## src/design/meter_telegram_deframer_unit_defines.svh

```systemverilog
// Assertion macros used by the meter telegram deframer engine RTL
`ifndef METER_TELEGRAM_DEFRAMER_UNIT_DEFINES_SVH
`define METER_TELEGRAM_DEFRAMER_UNIT_DEFINES_SVH
`ifndef SYNTHESIS
// same-cycle implication
`define MTD_ASSERT_IMP(lbl, clk, rst, ante, cons) \
   lbl: assert property (@(posedge clk) disable iff (rst) (ante) |-> (cons)) \
      else $error("mtd assertion failed");
// next-cycle implication
`define MTD_ASSERT_NXT(lbl, clk, rst, ante, cons) \
   lbl: assert property (@(posedge clk) disable iff (rst) (ante) |=> (cons)) \
      else $error("mtd assertion failed");
`else
`define MTD_ASSERT_IMP(lbl, clk, rst, ante, cons)
`define MTD_ASSERT_NXT(lbl, clk, rst, ante, cons)
`endif
`endif

```

## src/design/mtd_pkg.sv

```systemverilog
// Types and constants of the meter telegram deframer
`timescale 1ns / 1ps
package mtd_pkg;

   localparam int WIN_DEPTH = 7;
   localparam int QUEUE_DEPTH = 4;               // power of two, pointers wrap
   localparam int QPTR_W = $clog2(QUEUE_DEPTH);
   localparam int QCNT_W = QPTR_W + 1;

   localparam logic [15:0] DEFAULT_TIMEOUT = 16'd200;
   localparam logic [15:0] RESET_MAX_LEN = 16'd1024;
   localparam logic [16:0] SIZE_MARGIN = 17'd8;

   localparam logic [1:0] REG_MAX_LEN = 2'd0;
   localparam logic [1:0] REG_IDLE_TIMEOUT = 2'd1;

   localparam logic FUNC_BYTE = 1'b0;
   localparam logic FUNC_TICK = 1'b1;

   localparam logic [2:0] PH_SEEK = 3'd0;
   localparam logic [2:0] PH_HEADER = 3'd1;
   localparam logic [2:0] PH_EMPTY = 3'd2;
   localparam logic [2:0] PH_BODY = 3'd3;
   localparam logic [2:0] PH_IGNORE = 3'd4;

   localparam logic [2:0] KIND_HEADER = 3'd0;
   localparam logic [2:0] KIND_SEP = 3'd1;
   localparam logic [2:0] KIND_BODY = 3'd2;
   localparam logic [2:0] KIND_CRC = 3'd3;
   localparam logic [2:0] KIND_STATUS = 3'd4;

   localparam logic [2:0] STAT_OK = 3'd0;
   localparam logic [2:0] STAT_LARGE = 3'd1;
   localparam logic [2:0] STAT_INCOMPLETE = 3'd2;
   localparam logic [2:0] STAT_NOHEADER = 3'd3;
   localparam logic [2:0] STAT_OVERFLOW = 3'd4;

   localparam logic [7:0] CH_SLASH = 8'h2F;
   localparam logic [7:0] CH_CR = 8'h0D;
   localparam logic [7:0] CH_LF = 8'h0A;
   localparam logic [7:0] CH_BANG = 8'h21;

   typedef struct packed {
      logic       flush;
      logic       ovf;
      logic [7:0] data;
   } cmd_type;

   typedef struct packed {
      logic [2:0]  kind;
      logic [7:0]  data_byte;
      logic [2:0]  status;
      logic [15:0] body_length;
      logic        last_of_run;
   } rsp_type;

endpackage

```

## src/design/mtd_front.sv

```systemverilog
// Front end: accepts bytes and ticks, tracks burst length and silence, issues commands
`timescale 1ns / 1ps
module mtd_front (
   input  logic             clock,
   input  logic             reset,
   input  logic             req_push,
   output logic             req_full,
   input  logic             req_func,
   input  logic [7:0]       req_byte_value,
   input  logic [15:0]      max_len,
   input  logic [15:0]      idle_timeout,
   input  logic             cmd_full,
   output logic             cmd_push,
   output mtd_pkg::cmd_type cmd
);

   logic [16:0] burst_ff, burst_in;
   logic [15:0] idle_ff, idle_in;
   logic        accept;
   logic        overflow;
   logic [15:0] idle_step;
   logic [15:0] limit;

   assign req_full = cmd_full;
   assign accept = req_push && !cmd_full;
   assign overflow = burst_ff > {1'b0, max_len};
   assign idle_step = (idle_ff == 16'hFFFF) ? idle_ff : idle_ff + 16'd1;
   assign limit = (idle_timeout == 16'd0) ? mtd_pkg::DEFAULT_TIMEOUT : idle_timeout;

   always_comb begin
      burst_in = burst_ff;
      idle_in = idle_ff;
      cmd_push = 1'b0;
      cmd.flush = 1'b0;
      cmd.ovf = 1'b0;
      cmd.data = req_byte_value;
      if (accept) begin
         if (req_func == mtd_pkg::FUNC_BYTE) begin
            cmd_push = 1'b1;
            cmd.ovf = overflow;
            burst_in = (overflow ? 17'd0 : burst_ff) + 17'd1;
            idle_in = 16'd0;
         end else if (burst_ff != 17'd0) begin
            if (idle_step > limit) begin
               cmd_push = 1'b1;
               cmd.flush = 1'b1;
               burst_in = 17'd0;
               idle_in = 16'd0;
            end else begin
               idle_in = idle_step;
            end
         end
      end
   end

   always_ff @(posedge clock) begin
      if (reset) begin
         burst_ff <= 17'd0;
         idle_ff <= 16'd0;
      end else begin
         burst_ff <= burst_in;
         idle_ff <= idle_in;
      end
   end

endmodule

```

## src/design/mtd_cmd_queue.sv

```systemverilog
// Short command queue between front end and engine
`timescale 1ns / 1ps
module mtd_cmd_queue (
   input  logic             clock,
   input  logic             reset,
   input  logic             push,
   input  mtd_pkg::cmd_type push_data,
   output logic             full,
   input  logic             pop,
   output mtd_pkg::cmd_type head,
   output logic             empty
);

   logic [mtd_pkg::QPTR_W-1:0] wr_ptr_ff, wr_ptr_in;
   logic [mtd_pkg::QPTR_W-1:0] rd_ptr_ff, rd_ptr_in;
   logic [mtd_pkg::QCNT_W-1:0] count_ff, count_in;
   mtd_pkg::cmd_type           entry_ff [mtd_pkg::QUEUE_DEPTH];
   logic                       do_push;
   logic                       do_pop;

   assign full = count_ff == mtd_pkg::QCNT_W'(mtd_pkg::QUEUE_DEPTH);
   assign empty = count_ff == '0;
   assign do_push = push && !full;
   assign do_pop = pop && !empty;
   assign head = entry_ff[rd_ptr_ff];

   always_comb begin
      wr_ptr_in = do_push ? wr_ptr_ff + 1'b1 : wr_ptr_ff;
      rd_ptr_in = do_pop ? rd_ptr_ff + 1'b1 : rd_ptr_ff;
      count_in = count_ff;
      if (do_push && !do_pop) begin
         count_in = count_ff + 1'b1;
      end else if (do_pop && !do_push) begin
         count_in = count_ff - 1'b1;
      end
   end

   always_ff @(posedge clock) begin
      if (reset) begin
         wr_ptr_ff <= '0;
         rd_ptr_ff <= '0;
         count_ff <= '0;
      end else begin
         wr_ptr_ff <= wr_ptr_in;
         rd_ptr_ff <= rd_ptr_in;
         count_ff <= count_in;
      end
   end

   always_ff @(posedge clock) begin
      if (do_push) begin
         entry_ff[wr_ptr_ff] <= push_data;
      end
   end

endmodule

```

## src/design/mtd_engine.sv

```systemverilog
// Back end: lookahead window, telegram phase tracking and result generation
`timescale 1ns / 1ps
`include "meter_telegram_deframer_unit_defines.svh"
module mtd_engine (
   input  logic             clock,
   input  logic             reset,
   input  logic [15:0]      max_len,
   input  mtd_pkg::cmd_type cmd,
   input  logic             cmd_empty,
   output logic             cmd_pop,
   input  logic             rsp_full,
   output logic             rsp_push,
   output mtd_pkg::rsp_type rsp_data
);

   localparam logic [1:0] ST_IDLE = 2'd0;
   localparam logic [1:0] ST_JUDGE = 2'd1;
   localparam logic [1:0] ST_FINAL = 2'd2;

   localparam logic [2:0] ACT_LARGE = 3'd0;
   localparam logic [2:0] ACT_SKIP = 3'd1;
   localparam logic [2:0] ACT_LINE1 = 3'd2;
   localparam logic [2:0] ACT_LINE2 = 3'd3;
   localparam logic [2:0] ACT_FOOTER = 3'd4;
   localparam logic [2:0] ACT_BLARGE = 3'd5;
   localparam logic [2:0] ACT_BODY = 3'd6;
   localparam logic [2:0] ACT_DROP = 3'd7;

   logic [1:0]  state_ff, state_in;
   logic [2:0]  phase_ff, phase_in;
   logic [7:0]  win_ff [mtd_pkg::WIN_DEPTH];
   logic [7:0]  win_in [mtd_pkg::WIN_DEPTH];
   logic [2:0]  wc_ff, wc_in;
   logic [15:0] tc_ff, tc_in;
   logic [15:0] bc_ff, bc_in;
   logic [2:0]  step_ff, step_in;
   logic        flush_mode_ff, flush_mode_in;

   logic             seek;
   logic             cr_pair;
   logic             footer;
   logic             tele_large;
   logic             body_large;
   logic             line_phase;
   logic [2:0]       line_kind;
   logic [2:0]       line_base_phase;
   logic [15:0]      line_tc_base;
   logic [2:0]       act;
   logic [2:0]       n_res;
   logic             apply;
   logic             final_status;
   mtd_pkg::rsp_type j_rsp;

   assign seek = phase_ff == mtd_pkg::PH_SEEK;
   assign tele_large = ({1'b0, tc_ff} + mtd_pkg::SIZE_MARGIN) >= {1'b0, max_len};
   assign body_large = bc_ff >= max_len;
   assign cr_pair = (win_ff[0] == mtd_pkg::CH_CR) && (wc_ff >= 3'd2);
   assign footer = (phase_ff == mtd_pkg::PH_BODY) && (win_ff[0] == mtd_pkg::CH_BANG)
                   && (wc_ff == 3'(mtd_pkg::WIN_DEPTH)) && (win_ff[5] == mtd_pkg::CH_CR)
                   && (win_ff[6] == mtd_pkg::CH_LF);
   assign line_phase = (seek && win_ff[0] == mtd_pkg::CH_SLASH)
                       || phase_ff == mtd_pkg::PH_HEADER || phase_ff == mtd_pkg::PH_EMPTY;
   assign line_kind = (phase_ff == mtd_pkg::PH_EMPTY) ? mtd_pkg::KIND_SEP
                                                       : mtd_pkg::KIND_HEADER;
   assign line_base_phase = seek ? mtd_pkg::PH_HEADER : phase_ff;
   assign line_tc_base = seek ? 16'd0 : tc_ff;
   assign final_status = phase_ff != mtd_pkg::PH_IGNORE;

   // classify the front byte of the window
   always_comb begin
      if (tele_large) begin
         act = ACT_LARGE;
      end else if (seek && win_ff[0] != mtd_pkg::CH_SLASH) begin
         act = ACT_SKIP;
      end else if (line_phase) begin
         act = cr_pair ? ACT_LINE2 : ACT_LINE1;
      end else if (phase_ff == mtd_pkg::PH_BODY) begin
         if (footer) begin
            act = ACT_FOOTER;
         end else if (body_large) begin
            act = ACT_BLARGE;
         end else begin
            act = ACT_BODY;
         end
      end else begin
         act = ACT_DROP;
      end
   end

   always_comb begin
      j_rsp = '0;
      unique case (act)
         ACT_LARGE, ACT_BLARGE: begin
            n_res = 3'd1;
            j_rsp.kind = mtd_pkg::KIND_STATUS;
            j_rsp.status = mtd_pkg::STAT_LARGE;
            j_rsp.body_length = bc_ff;
         end
         ACT_SKIP, ACT_DROP: begin
            n_res = 3'd0;
         end
         ACT_LINE1, ACT_LINE2: begin
            n_res = (act == ACT_LINE2) ? 3'd2 : 3'd1;
            j_rsp.kind = line_kind;
            j_rsp.data_byte = (step_ff == 3'd0) ? win_ff[0] : win_ff[1];
         end
         ACT_FOOTER: begin
            n_res = 3'd5;
            if (step_ff == 3'd4) begin
               j_rsp.kind = mtd_pkg::KIND_STATUS;
               j_rsp.status = mtd_pkg::STAT_OK;
               j_rsp.body_length = bc_ff;
            end else begin
               j_rsp.kind = mtd_pkg::KIND_CRC;
               j_rsp.data_byte = win_ff[step_ff + 3'd1];
            end
         end
         ACT_BODY: begin
            n_res = 3'd1;
            j_rsp.kind = mtd_pkg::KIND_BODY;
            j_rsp.data_byte = win_ff[0];
         end
      endcase
      // in a flush only a status result can end the transaction run
      j_rsp.last_of_run = (step_ff == n_res - 3'd1)
                          && (!flush_mode_ff || j_rsp.kind == mtd_pkg::KIND_STATUS);
   end

   always_comb begin
      state_in = state_ff;
      phase_in = phase_ff;
      win_in = win_ff;
      wc_in = wc_ff;
      tc_in = tc_ff;
      bc_in = bc_ff;
      step_in = step_ff;
      flush_mode_in = flush_mode_ff;
      cmd_pop = 1'b0;
      rsp_push = 1'b0;
      rsp_data = '0;
      apply = 1'b0;
      unique case (state_ff)
         ST_IDLE: begin
            if (!cmd_empty) begin
               if (cmd.flush) begin
                  cmd_pop = 1'b1;
                  flush_mode_in = 1'b1;
                  if (wc_ff != 3'd0 && phase_ff != mtd_pkg::PH_IGNORE) begin
                     state_in = ST_JUDGE;
                  end else begin
                     state_in = ST_FINAL;
                  end
               end else if (cmd.ovf) begin
                  if (!rsp_full) begin
                     rsp_push = 1'b1;
                     rsp_data.kind = mtd_pkg::KIND_STATUS;
                     rsp_data.status = mtd_pkg::STAT_OVERFLOW;
                     rsp_data.body_length = bc_ff;
                     rsp_data.last_of_run = 1'b1;
                     cmd_pop = 1'b1;
                     phase_in = mtd_pkg::PH_SEEK;
                     tc_in = 16'd0;
                     bc_in = 16'd0;
                     win_in[0] = cmd.data;
                     wc_in = 3'd1;
                  end
               end else begin
                  cmd_pop = 1'b1;
                  flush_mode_in = 1'b0;
                  if (phase_ff != mtd_pkg::PH_IGNORE) begin
                     win_in[wc_ff] = cmd.data;
                     wc_in = wc_ff + 3'd1;
                     if (wc_ff == 3'(mtd_pkg::WIN_DEPTH - 1)) begin
                        state_in = ST_JUDGE;
                     end
                  end
               end
            end
         end
         ST_JUDGE: begin
            if (n_res != 3'd0) begin
               if (!rsp_full) begin
                  rsp_push = 1'b1;
                  rsp_data = j_rsp;
                  if (step_ff == n_res - 3'd1) begin
                     apply = 1'b1;
                  end else begin
                     step_in = step_ff + 3'd1;
                  end
               end
            end else begin
               apply = 1'b1;
            end
            if (apply) begin
               step_in = 3'd0;
               case (act) inside
                  ACT_LARGE, ACT_BLARGE, ACT_FOOTER: begin
                     phase_in = mtd_pkg::PH_IGNORE;
                     wc_in = 3'd0;
                  end
                  ACT_DROP: begin
                     wc_in = 3'd0;
                  end
                  ACT_LINE2: begin
                     for (int i = 0; i < mtd_pkg::WIN_DEPTH - 2; i++) begin
                        win_in[i] = win_ff[i + 2];
                     end
                     win_in[mtd_pkg::WIN_DEPTH - 2] = 8'd0;
                     win_in[mtd_pkg::WIN_DEPTH - 1] = 8'd0;
                     wc_in = wc_ff - 3'd2;
                     tc_in = line_tc_base + 16'd2;
                     bc_in = seek ? 16'd0 : bc_ff;
                     if (win_ff[1] == mtd_pkg::CH_LF) begin
                        phase_in = (line_base_phase == mtd_pkg::PH_HEADER)
                                   ? mtd_pkg::PH_EMPTY : mtd_pkg::PH_BODY;
                     end else begin
                        phase_in = line_base_phase;
                     end
                  end
                  default: begin
                     for (int i = 0; i < mtd_pkg::WIN_DEPTH - 1; i++) begin
                        win_in[i] = win_ff[i + 1];
                     end
                     win_in[mtd_pkg::WIN_DEPTH - 1] = 8'd0;
                     wc_in = wc_ff - 3'd1;
                     if (act == ACT_LINE1) begin
                        tc_in = line_tc_base + 16'd1;
                        bc_in = seek ? 16'd0 : bc_ff;
                        phase_in = line_base_phase;
                     end else if (act == ACT_BODY) begin
                        tc_in = tc_ff + 16'd1;
                        bc_in = bc_ff + 16'd1;
                     end
                  end
               endcase
               if (!flush_mode_ff) begin
                  state_in = ST_IDLE;
               end else if (wc_in != 3'd0 && phase_in != mtd_pkg::PH_IGNORE) begin
                  state_in = ST_JUDGE;
               end else begin
                  state_in = ST_FINAL;
               end
            end
         end
         ST_FINAL: begin
            if (!final_status || !rsp_full) begin
               if (final_status) begin
                  rsp_push = 1'b1;
                  rsp_data.kind = mtd_pkg::KIND_STATUS;
                  rsp_data.status = seek ? mtd_pkg::STAT_NOHEADER
                                         : mtd_pkg::STAT_INCOMPLETE;
                  rsp_data.body_length = bc_ff;
                  rsp_data.last_of_run = 1'b1;
               end
               phase_in = mtd_pkg::PH_SEEK;
               wc_in = 3'd0;
               tc_in = 16'd0;
               bc_in = 16'd0;
               state_in = ST_IDLE;
            end
         end
         default: begin
            state_in = ST_IDLE;
         end
      endcase
   end

   always_ff @(posedge clock) begin
      if (reset) begin
         state_ff <= ST_IDLE;
         phase_ff <= mtd_pkg::PH_SEEK;
         wc_ff <= 3'd0;
         tc_ff <= 16'd0;
         bc_ff <= 16'd0;
         step_ff <= 3'd0;
         flush_mode_ff <= 1'b0;
      end else begin
         state_ff <= state_in;
         phase_ff <= phase_in;
         wc_ff <= wc_in;
         tc_ff <= tc_in;
         bc_ff <= bc_in;
         step_ff <= step_in;
         flush_mode_ff <= flush_mode_in;
      end
   end

   always_ff @(posedge clock) begin
      win_ff <= win_in;
   end

   `MTD_ASSERT_IMP(a_judge_has_bytes, clock, reset, state_ff == ST_JUDGE, wc_ff != 3'd0)
   `MTD_ASSERT_IMP(a_ignore_no_window, clock, reset, phase_ff == mtd_pkg::PH_IGNORE, wc_ff == 3'd0)
   `MTD_ASSERT_NXT(a_overflow_restart, clock, reset, cmd_pop && !cmd.flush && cmd.ovf, (phase_ff == mtd_pkg::PH_SEEK) && (wc_ff == 3'd1))
   `MTD_ASSERT_IMP(a_push_has_room, clock, reset, rsp_push, !rsp_full)

endmodule

```

## src/design/mtd_rsp_queue.sv

```systemverilog
// Result queue feeding the output ports
`timescale 1ns / 1ps
module mtd_rsp_queue (
   input  logic             clock,
   input  logic             reset,
   input  logic             push,
   input  mtd_pkg::rsp_type push_data,
   output logic             full,
   input  logic             pop,
   output mtd_pkg::rsp_type head,
   output logic             empty
);

   logic [mtd_pkg::QPTR_W-1:0] wr_ptr_ff, wr_ptr_in;
   logic [mtd_pkg::QPTR_W-1:0] rd_ptr_ff, rd_ptr_in;
   logic [mtd_pkg::QCNT_W-1:0] count_ff, count_in;
   mtd_pkg::rsp_type           entry_ff [mtd_pkg::QUEUE_DEPTH];
   logic                       do_push;
   logic                       do_pop;

   assign full = count_ff == mtd_pkg::QCNT_W'(mtd_pkg::QUEUE_DEPTH);
   assign empty = count_ff == '0;
   assign do_push = push && !full;
   assign do_pop = pop && !empty;
   assign head = entry_ff[rd_ptr_ff];

   always_comb begin
      wr_ptr_in = do_push ? wr_ptr_ff + 1'b1 : wr_ptr_ff;
      rd_ptr_in = do_pop ? rd_ptr_ff + 1'b1 : rd_ptr_ff;
      count_in = count_ff;
      if (do_push && !do_pop) begin
         count_in = count_ff + 1'b1;
      end else if (do_pop && !do_push) begin
         count_in = count_ff - 1'b1;
      end
   end

   always_ff @(posedge clock) begin
      if (reset) begin
         wr_ptr_ff <= '0;
         rd_ptr_ff <= '0;
         count_ff <= '0;
      end else begin
         wr_ptr_ff <= wr_ptr_in;
         rd_ptr_ff <= rd_ptr_in;
         count_ff <= count_in;
      end
   end

   always_ff @(posedge clock) begin
      if (do_push) begin
         entry_ff[wr_ptr_ff] <= push_data;
      end
   end

endmodule

```

## src/design/meter_telegram_deframer_unit.sv

```systemverilog
// Top level of the meter telegram deframer: config registers, front end, queues, engine
// Path: a judged byte's first result passes the command queue entry, the engine window
// and judge state, then the result queue entry. Throughput: one input per cycle into a
// 4-deep command queue while it is not full; the engine takes no new byte while judging,
// a full result queue stalls it; a burst-end flush judges the bytes left in the window.
// Reset: synchronous; clears queues, window count and counters, limit 1024, timeout 200.
`timescale 1ns / 1ps
module meter_telegram_deframer_unit (
   input  logic        clock,
   input  logic        reset,
   input  logic        req_push,
   output logic        req_full,
   input  logic        req_func,
   input  logic [7:0]  req_byte_value,
   output logic        rsp_empty,
   input  logic        rsp_pop,
   output logic [2:0]  rsp_kind,
   output logic [7:0]  rsp_data_byte,
   output logic [2:0]  rsp_status,
   output logic [15:0] rsp_body_length,
   output logic        rsp_last_of_run,
   input  logic        csr_wen,
   input  logic [1:0]  csr_index,
   input  logic [15:0] csr_wdata
);

   logic [15:0]      max_len_ff, max_len_in;
   logic [15:0]      timeout_ff, timeout_in;
   logic             cmd_push;
   mtd_pkg::cmd_type cmd_in_data;
   logic             cmd_full;
   logic             cmd_pop;
   mtd_pkg::cmd_type cmd_head;
   logic             cmd_empty;
   logic             rsp_push;
   mtd_pkg::rsp_type rsp_in_data;
   logic             rsp_full;
   mtd_pkg::rsp_type rsp_head;

   always_comb begin
      max_len_in = max_len_ff;
      timeout_in = timeout_ff;
      if (csr_wen) begin
         if (csr_index == mtd_pkg::REG_MAX_LEN) begin
            max_len_in = csr_wdata;
         end else if (csr_index == mtd_pkg::REG_IDLE_TIMEOUT) begin
            timeout_in = csr_wdata;
         end
      end
   end

   always_ff @(posedge clock) begin
      if (reset) begin
         max_len_ff <= mtd_pkg::RESET_MAX_LEN;
         timeout_ff <= mtd_pkg::DEFAULT_TIMEOUT;
      end else begin
         max_len_ff <= max_len_in;
         timeout_ff <= timeout_in;
      end
   end

   mtd_front u_front (
      .clock          (clock),
      .reset          (reset),
      .req_push       (req_push),
      .req_full       (req_full),
      .req_func       (req_func),
      .req_byte_value (req_byte_value),
      .max_len        (max_len_ff),
      .idle_timeout   (timeout_ff),
      .cmd_full       (cmd_full),
      .cmd_push       (cmd_push),
      .cmd            (cmd_in_data)
   );

   mtd_cmd_queue u_cmd_queue (
      .clock     (clock),
      .reset     (reset),
      .push      (cmd_push),
      .push_data (cmd_in_data),
      .full      (cmd_full),
      .pop       (cmd_pop),
      .head      (cmd_head),
      .empty     (cmd_empty)
   );

   mtd_engine u_engine (
      .clock     (clock),
      .reset     (reset),
      .max_len   (max_len_ff),
      .cmd       (cmd_head),
      .cmd_empty (cmd_empty),
      .cmd_pop   (cmd_pop),
      .rsp_full  (rsp_full),
      .rsp_push  (rsp_push),
      .rsp_data  (rsp_in_data)
   );

   mtd_rsp_queue u_rsp_queue (
      .clock     (clock),
      .reset     (reset),
      .push      (rsp_push),
      .push_data (rsp_in_data),
      .full      (rsp_full),
      .pop       (rsp_pop),
      .head      (rsp_head),
      .empty     (rsp_empty)
   );

   assign rsp_kind = rsp_head.kind;
   assign rsp_data_byte = rsp_head.data_byte;
   assign rsp_status = rsp_head.status;
   assign rsp_body_length = rsp_head.body_length;
   assign rsp_last_of_run = rsp_head.last_of_run;

endmodule
```

## config.mk

```make
export PLATFORM = sky130hd
export DESIGN_NAME = meter_telegram_deframer_unit
export DESIGN_NICKNAME = d
export VERILOG_FILES = /design/src/design/mtd_pkg.sv /design/src/design/mtd_front.sv /design/src/design/mtd_cmd_queue.sv /design/src/design/mtd_engine.sv /design/src/design/mtd_rsp_queue.sv /design/src/design/meter_telegram_deframer_unit.sv
export VERILOG_INCLUDE_DIRS = /design/src /design/src/design
export SDC_FILE = /design/constraint.sdc
export NUM_CORES = 1
export LEC_CHECK = 0
export BUFFER_PORTS_ARGS = -buffer_cell sky130_fd_sc_hd__buf_2
export CORE_ASPECT_RATIO = 1.2
export CORE_MARGIN = 2
export CORE_UTILIZATION = 30
export DETAILED_ROUTE_END_ITERATION = 8
export PLACE_DENSITY_LB_ADDON = 0.05
export SYNTH_ARGS = -nofsm -noshare
export SYNTH_HDL_FRONTEND = slang
export SYNTH_SLANG_ARGS = --single-unit
```

## constraint.sdc

```tcl
create_clock -name clock -period 8.5 [get_ports clock]
set_clock_uncertainty 0.1 [all_clocks]
set_input_delay 0.425 -clock clock [delete_from_list [all_inputs] [get_ports clock]]
set_output_delay 0.425 -clock clock [all_outputs]
set_load 0.01 [all_outputs]
```

# After elaboration in Yosys (flattened, before gate mapping)
# Memory sizes are Yosys's and may differ from the RTL's. A register that Yosys moved wholly into a read port is not among the register bits.
# Index checks and enable logic that the tools add are counted.
# word_totals
register_bits	179
ram_bits	164
input_bits	32
out_inout_bits	33
memories	2
# memory_table
memory	words	width	rd	rd_ports_with_merged_regs	write_ports	line_no	source
u_rsp_queue.entry_ff	4	31	1	1	1	mtd_rsp_queue.sv:17	mtd_pkg::rsp_type entry_ff [mtd_pkg::QUEUE_DEPTH];
u_cmd_queue.entry_ff	4	10	1	1	1	mtd_cmd_queue.sv:17	mtd_pkg::cmd_type entry_ff [mtd_pkg::QUEUE_DEPTH];
# op_classes
n_addsub	20
order_cmp	8
n_eq_ne	52
muxes	162
bitwise_logic	4
reduce_logical	68
# op_table
cell	count
2-to-1 mux 16 bit	25
2-to-1 mux 56 bit	7
2-to-1 mux 3 bit	43
2-to-1 mux 20 bit	6
one-hot mux 56 bit (2 select lines)	1
one-hot mux 16 bit (3 select lines)	2
2-to-1 mux 17 bit	4
adder 16 x 1 -> 16 bit, second input constant	4
2-to-1 mux 8 bit	8
2-to-1 mux 31 bit	2
one-hot mux 20 bit (3 select lines)	1
bitwise mux 56 bit	1
2-to-1 mux 48 bit	1
2-to-1 mux 2 bit	19
one-hot mux 17 bit (2 select lines)	1
== test 8 x 4 -> 1 bit, second input constant	4
2-to-1 mux 1 bit	31
== test 3 bit, second input constant	10
one-hot mux 3 bit (3 select lines)	3
binary-select mux 8 bit (select 3 bit)	1
demux 8 bit (select 3 bit)	1
one-hot mux 3 bit (4 select lines)	2
one-hot mux 8 bit (3 select lines)	1
logical AND 1 bit	20
48 further kinds	116

# Longest topological paths before layout
# logic_depth
word_depth	27
mapped_depth	24

# Hierarchy
# From an unflattened synthesis, not the netlist that was laid out.
# hier_totals
cells_unflattened	1777
hier_area_um2	19324.8
# by_module_without_submodules
mod	instances	cells_each	area_per_inst_um2	seq_area_each_um2
mtd_engine	1	945	8160.3	2562.5
mtd_rsp_queue	1	209	4944.7	3903.7
mtd_front	1	394	2965.3	660.6
mtd_cmd_queue	1	100	1909.3	1381.3
meter_telegram_deframer_unit	1	129	1345.0	640.6

# Worst setup path after synthesis
# OpenSTA, ideal clock, no wires.
# synth_timing
path_kind	reg-to-reg
from	register u_engine.tc_ff[4]
to	register u_engine.win_ff[10] (netlist name) (enable)
setup_ps	370
arrival_ps	5290
required_ps	8030
path_slack_ps	2739
stages_incl_launch_ff	23
path_cell_list	dfxtp_1 > ha_1 > nand3_1 > or3_1 > nand2b_1 > xnor2_1 > ha_1 > nand3_1 > nor4_1 > a211oi_1 > o211ai_1 > nor3_1 > inv_2 > buf_1 > ha_1 > ha_1 > xor2_1 > nand3_1 > o31ai_4 > nand2_1 > or3_1 > clkbuf_1 > nor2_1
# synth_between
elab_chain_len	14
# synth_lines
element	line_no	source
start: declaration	mtd_engine.sv:34	logic [15:0] tc_ff, tc_in;
start signal: assignment	mtd_engine.sv:281	tc_ff <= tc_in;
adder 16 x 4 -> 17 bit *	mtd_engine.sv:55	assign tele_large = ({1'b0, tc_ff} + mtd_pkg::SIZE_MARGIN) >= {1'b0, max_len};
greater-or-equal comparator 17 x 16 -> 1 bit *	mtd_engine.sv:55	
2-to-1 mux 3 bit *	mtd_engine.sv:71	if (tele_large) begin
== test 3 bit (tied with other cells)	mtd_engine.sv:92	unique case (act)
OR reduction 3 bit (no source line) (tied with other cells)	--	
one-hot mux 3 bit (4 select lines)	mtd_engine.sv:92	
subtractor 3 x 1 -> 3 bit	mtd_engine.sv:185	if (step_ff == n_res - 3'd1) begin
== test 3 bit	mtd_engine.sv:185	
2-to-1 mux 1 bit	mtd_engine.sv:185	
2-to-1 mux 1 bit	mtd_engine.sv:182	if (!rsp_full) begin
2-to-1 mux 1 bit	mtd_engine.sv:181	if (n_res != 3'd0) begin
2-to-1 mux 1 bit	mtd_engine.sv:142	unique case (state_ff)
inequality test 2 x 1 -> 1 bit (no source line)	--	
AND reduction 8 bit (no source line) *	--	
end signal: assignment	mtd_engine.sv:289	win_ff <= win_in;
end: declaration	mtd_engine.sv:31	logic [7:0] win_ff [mtd_pkg::WIN_DEPTH];
# Mark *: on every way between the ends. The rest lies on a longest branch, timed or not. The select of a mux whose other input is x is not followed.
# A chain may end at the register's enable or synchronous reset.

# Final worst setup path
# layout_timing
from	register u_engine.tc_ff[3]
to	register u_engine.win_ff[20] (netlist name) (enable)
# Same word-level chain as after synthesis.

==> reports/metrics.cfg <==
[route]
num_vias = 13900
drt-total-wl_mm = 54.6
routed_via_density = 5.21
drt_iter0_markers = 760
ant_nets = 0
drc = 0
firstDrtPassIters = 5
wl_per_cell_microns = 20.5

[cells_and_area]
final_core_util_pct = 34.5
antenna_cells = 0
drive_gt1_share_pct = 12.5
final_nets = 1948
area_delta_synth_final_pct = 14.2

[critical_path]
end_kind = flop
crit_type = flop to flop
startpoint_type = flop
critPathMaxFanout = 15
cp.required_ns = 8.60
cp.arrival_ns = 6.55
slowest_stage = a211oi_1
critical-path-max-stage-delay_ns = 0.63
path_cells = ha_1 -> nand3_1 -> or3_1 -> nand2b_1 -> xnor2_1 -> ha_1 -> nand3_1 -> nor4_1 -> a211oi_1 -> o211ai_1 -> buf_4 -> a211oi_1 -> nand2b_1 -> ha_1 -> xor2_1 -> nand3_1 -> o31ai_4 -> nand2_1 -> or3_1 -> nor2_1

[power]
peakVddDrop_mv = 0.108
internal_power_uw = 3770
powerDensity_nw_per_um2 = 266
seqPwrFrac_pct = 40.4
swShare_pct = 33.5
power_switching_uw = 1900
p_leak_uw = 0.00754
p_clk_share_pct = 32.3
power_frac_comb_pct = 27.4

[floorplan]
fp.dieW_microns = 232
io_pins = 65
num_rows = 100
die_area_sq_um = 64200
die_y_microns = 277
initial_core_util_pct = 30.2
coreArea_sq_um = 61800

[logic_synthesis]
synth_area_leader_cell = edfxtp_1
yosys_warnings = 0
yosysMostFrequentCell = edfxtp_1
syn_area_sq_um = 18700
syn-num-nets = 1894
synth_cell_type_count = 87
avgSynthCellArea_sq_um = 10.6
synthFlopType = edfxtp_1
synth_top_area_share_pct = 35.4
synthCells = 1761
synth_area_leaders = edfxtp_1, dfxtp_1, ha_1
synthArstFlopShare_pct = 0
synth_edf_count = 220
synth_common_cells = edfxtp_1, nand2_1, dfxtp_1
ys_ff_latch = 347
yosysSeqAreaShare_pct = 49.0

[clock_tree]
clkSinkCount = 347
clk_pin_slew_worst_paths_ns = 0.06
clockRootBuffer = clkbuf_16
cts_tree = done
cts_buffer_depth = 3
htreeDepth = 2
numCtsBuffers = 41
post_cts_buffers = 0
worst_skew_pair.late_latency_ns = 0.57

[sta]
hold_violations = 0
setup_viol = 0
slew_violations = 0
max_freq_ghz = 0.155
tightest_slew_ns = 1.18
rsz0062_at_grt = no
relSlewSlack_pct = 20.9
period_share_pct = 75.9
finalSetupTns_ns = 0
layout_min_cycle_time_ns = 6.45

[global_route]
grt-ovfl-total = 0
grt_pass1_wl_mm = 84.9
grt_usage_pct = 17.1
grt_max_degree = 51
grt_pass1_vias = 14100
antenna_found_initial = 0

[placed_design]
gp_congestion = 0.806
io_buffers = 64
hpwl_mm = 39.2

[outcome]
status = completed

[run]
cap_viol_max_count = 0

[hold_path]
hold_class = input port to flop

## metrics by stage
stage	hold WS [ns]	power, uW	cells	setup slack (ns)	area, sq um
5_1_grt	0.0358	6010	2663	1.41	21300
6_report	0.0245	5670	2663	2.05	21300
2_1_floorplan	0.336	3330	1761	2.74	18700
3_3_place_gp	0.346	3890	2574	2.12	19800
4_1_cts	0.000277	5760	2663	2.01	21300
3_5_place_dp	0.348	3900	2574	2.05	19800
## placed cells by master (no fill, tap or decap), types with 22 or more instances in the layout
cell type and instances:
and2_1 35, edfxtp_1 220, nand4_1 26, mux2i_1 63
nand3_1 63, ha_1 99, buf_2 63, clkbuf_16 42
nor2_1 118, buf_4 22, dfxtp_1 126, o21ai_0 66
nor4_1 25, mux4_2 40, a21oi_1 121, nor3_1 37
o22ai_1 52, nand2_1 178, inv_1 70
## registers in the layout, summed over array words and instances, names as in the netlist, named ones only
register                cells
u_engine.phase_ff           3
u_engine.bc_ff             16
u_engine.flush_mode_ff      1
u_rsp_queue.entry_ff      124
u_engine.tc_ff             16
timeout_ff                 16
u_cmd_queue.count_ff        3
u_engine.wc_ff              3
u_cmd_queue.rd_ptr_ff       2
u_rsp_queue.count_ff        3
u_rsp_queue.wr_ptr_ff       2
u_front.idle_ff            16
u_front.burst_ff           17
u_engine.win_ff            56
u_rsp_queue.rd_ptr_ff       2
u_engine.step_ff            3
u_cmd_queue.entry_ff       40
u_engine.state_ff           2
u_cmd_queue.wr_ptr_ff       2
max_len_ff                 16
## final cells by class
class	instances	area [sq um]
clock buffer	54	1110
clock inverter	21	265
fill	6300	40500
inverter	73	274
multi-input combinational	1253	8870
sequential	347	9150
tap	816	1020
timing repair buffer	99	621
## power by group through the flow
stage | Combinational (uW) | Sequential (uW) | Clock [uW]
floorplan | 1110 | 2220 | 0
global placement | 1560 | 2320 | 0
detailed placement | 1570 | 2330 | 0
CTS | 1580 | 2290 | 1890
global route | 1730 | 2320 | 1960
finish | 1550 | 2290 | 1830
## path summary, 6_finish.rpt
path / end / depth (start not counted) / startpoint / slack, ns
worst min-delay path: max_len_ff[5]$_SDFFE_PP0P_ / 3 / csr_wdata[5] / 0.02
worst max-delay path: u_engine.win_ff[20]$_DFFE_PP_ / 20 / u_engine.tc_ff[3]$_SDFFE_PP0P_ / 2.05
worst min register to register: max_len_ff[11]$_SDFFE_PP0P_ / 2 / max_len_ff[11]$_SDFFE_PP0P_ / 0.35
worst max register to register: u_engine.win_ff[20]$_DFFE_PP_ / 20 / u_engine.tc_ff[3]$_SDFFE_PP0P_ / 2.05
## metal layers
layer  part of all wire [%]  up-vias  routed length [microns]  track usage, %
met1                     45     6783                    24600            22.2
met5                      0        -                        0               0
met3                    3.0       93                     1620            2.30
met4                    2.7        0                     1450            5.06
li1                       -     6755                        -               -
met2                     49      233                    26900            29.3
## worst max-delay path: cells and delay by family, from the launching register on
kind                     cells  cell delay (ns)
AO/OA/AOI/OAI                4             1.56
XOR/XNOR                     2             0.35
adder cells (fa/ha/maj)      3             0.82
buffers and inverters        1             0.22
flip-flops                   1             0.51
AND/OR/NAND/NOR             10             2.47
## cell families after synthesis
kind of cell / share of synthesized area, %
multiplexers: 9.01
adder cells (fa/ha/maj): 6.85
buffers and inverters: 3.49
AND/OR/NAND/NOR: 15.8
XOR/XNOR: 1.88
AO/OA/AOI/OAI: 13.9
flip-flops: 49.0
## timing repair
item	in CTS	in global routing
resized for setup	0	0
hold buffers	14	0
hold endpoints to repair	42	0
setup endpoints to repair	0	0
No activity file was read; power rests on OpenSTA's default activity.
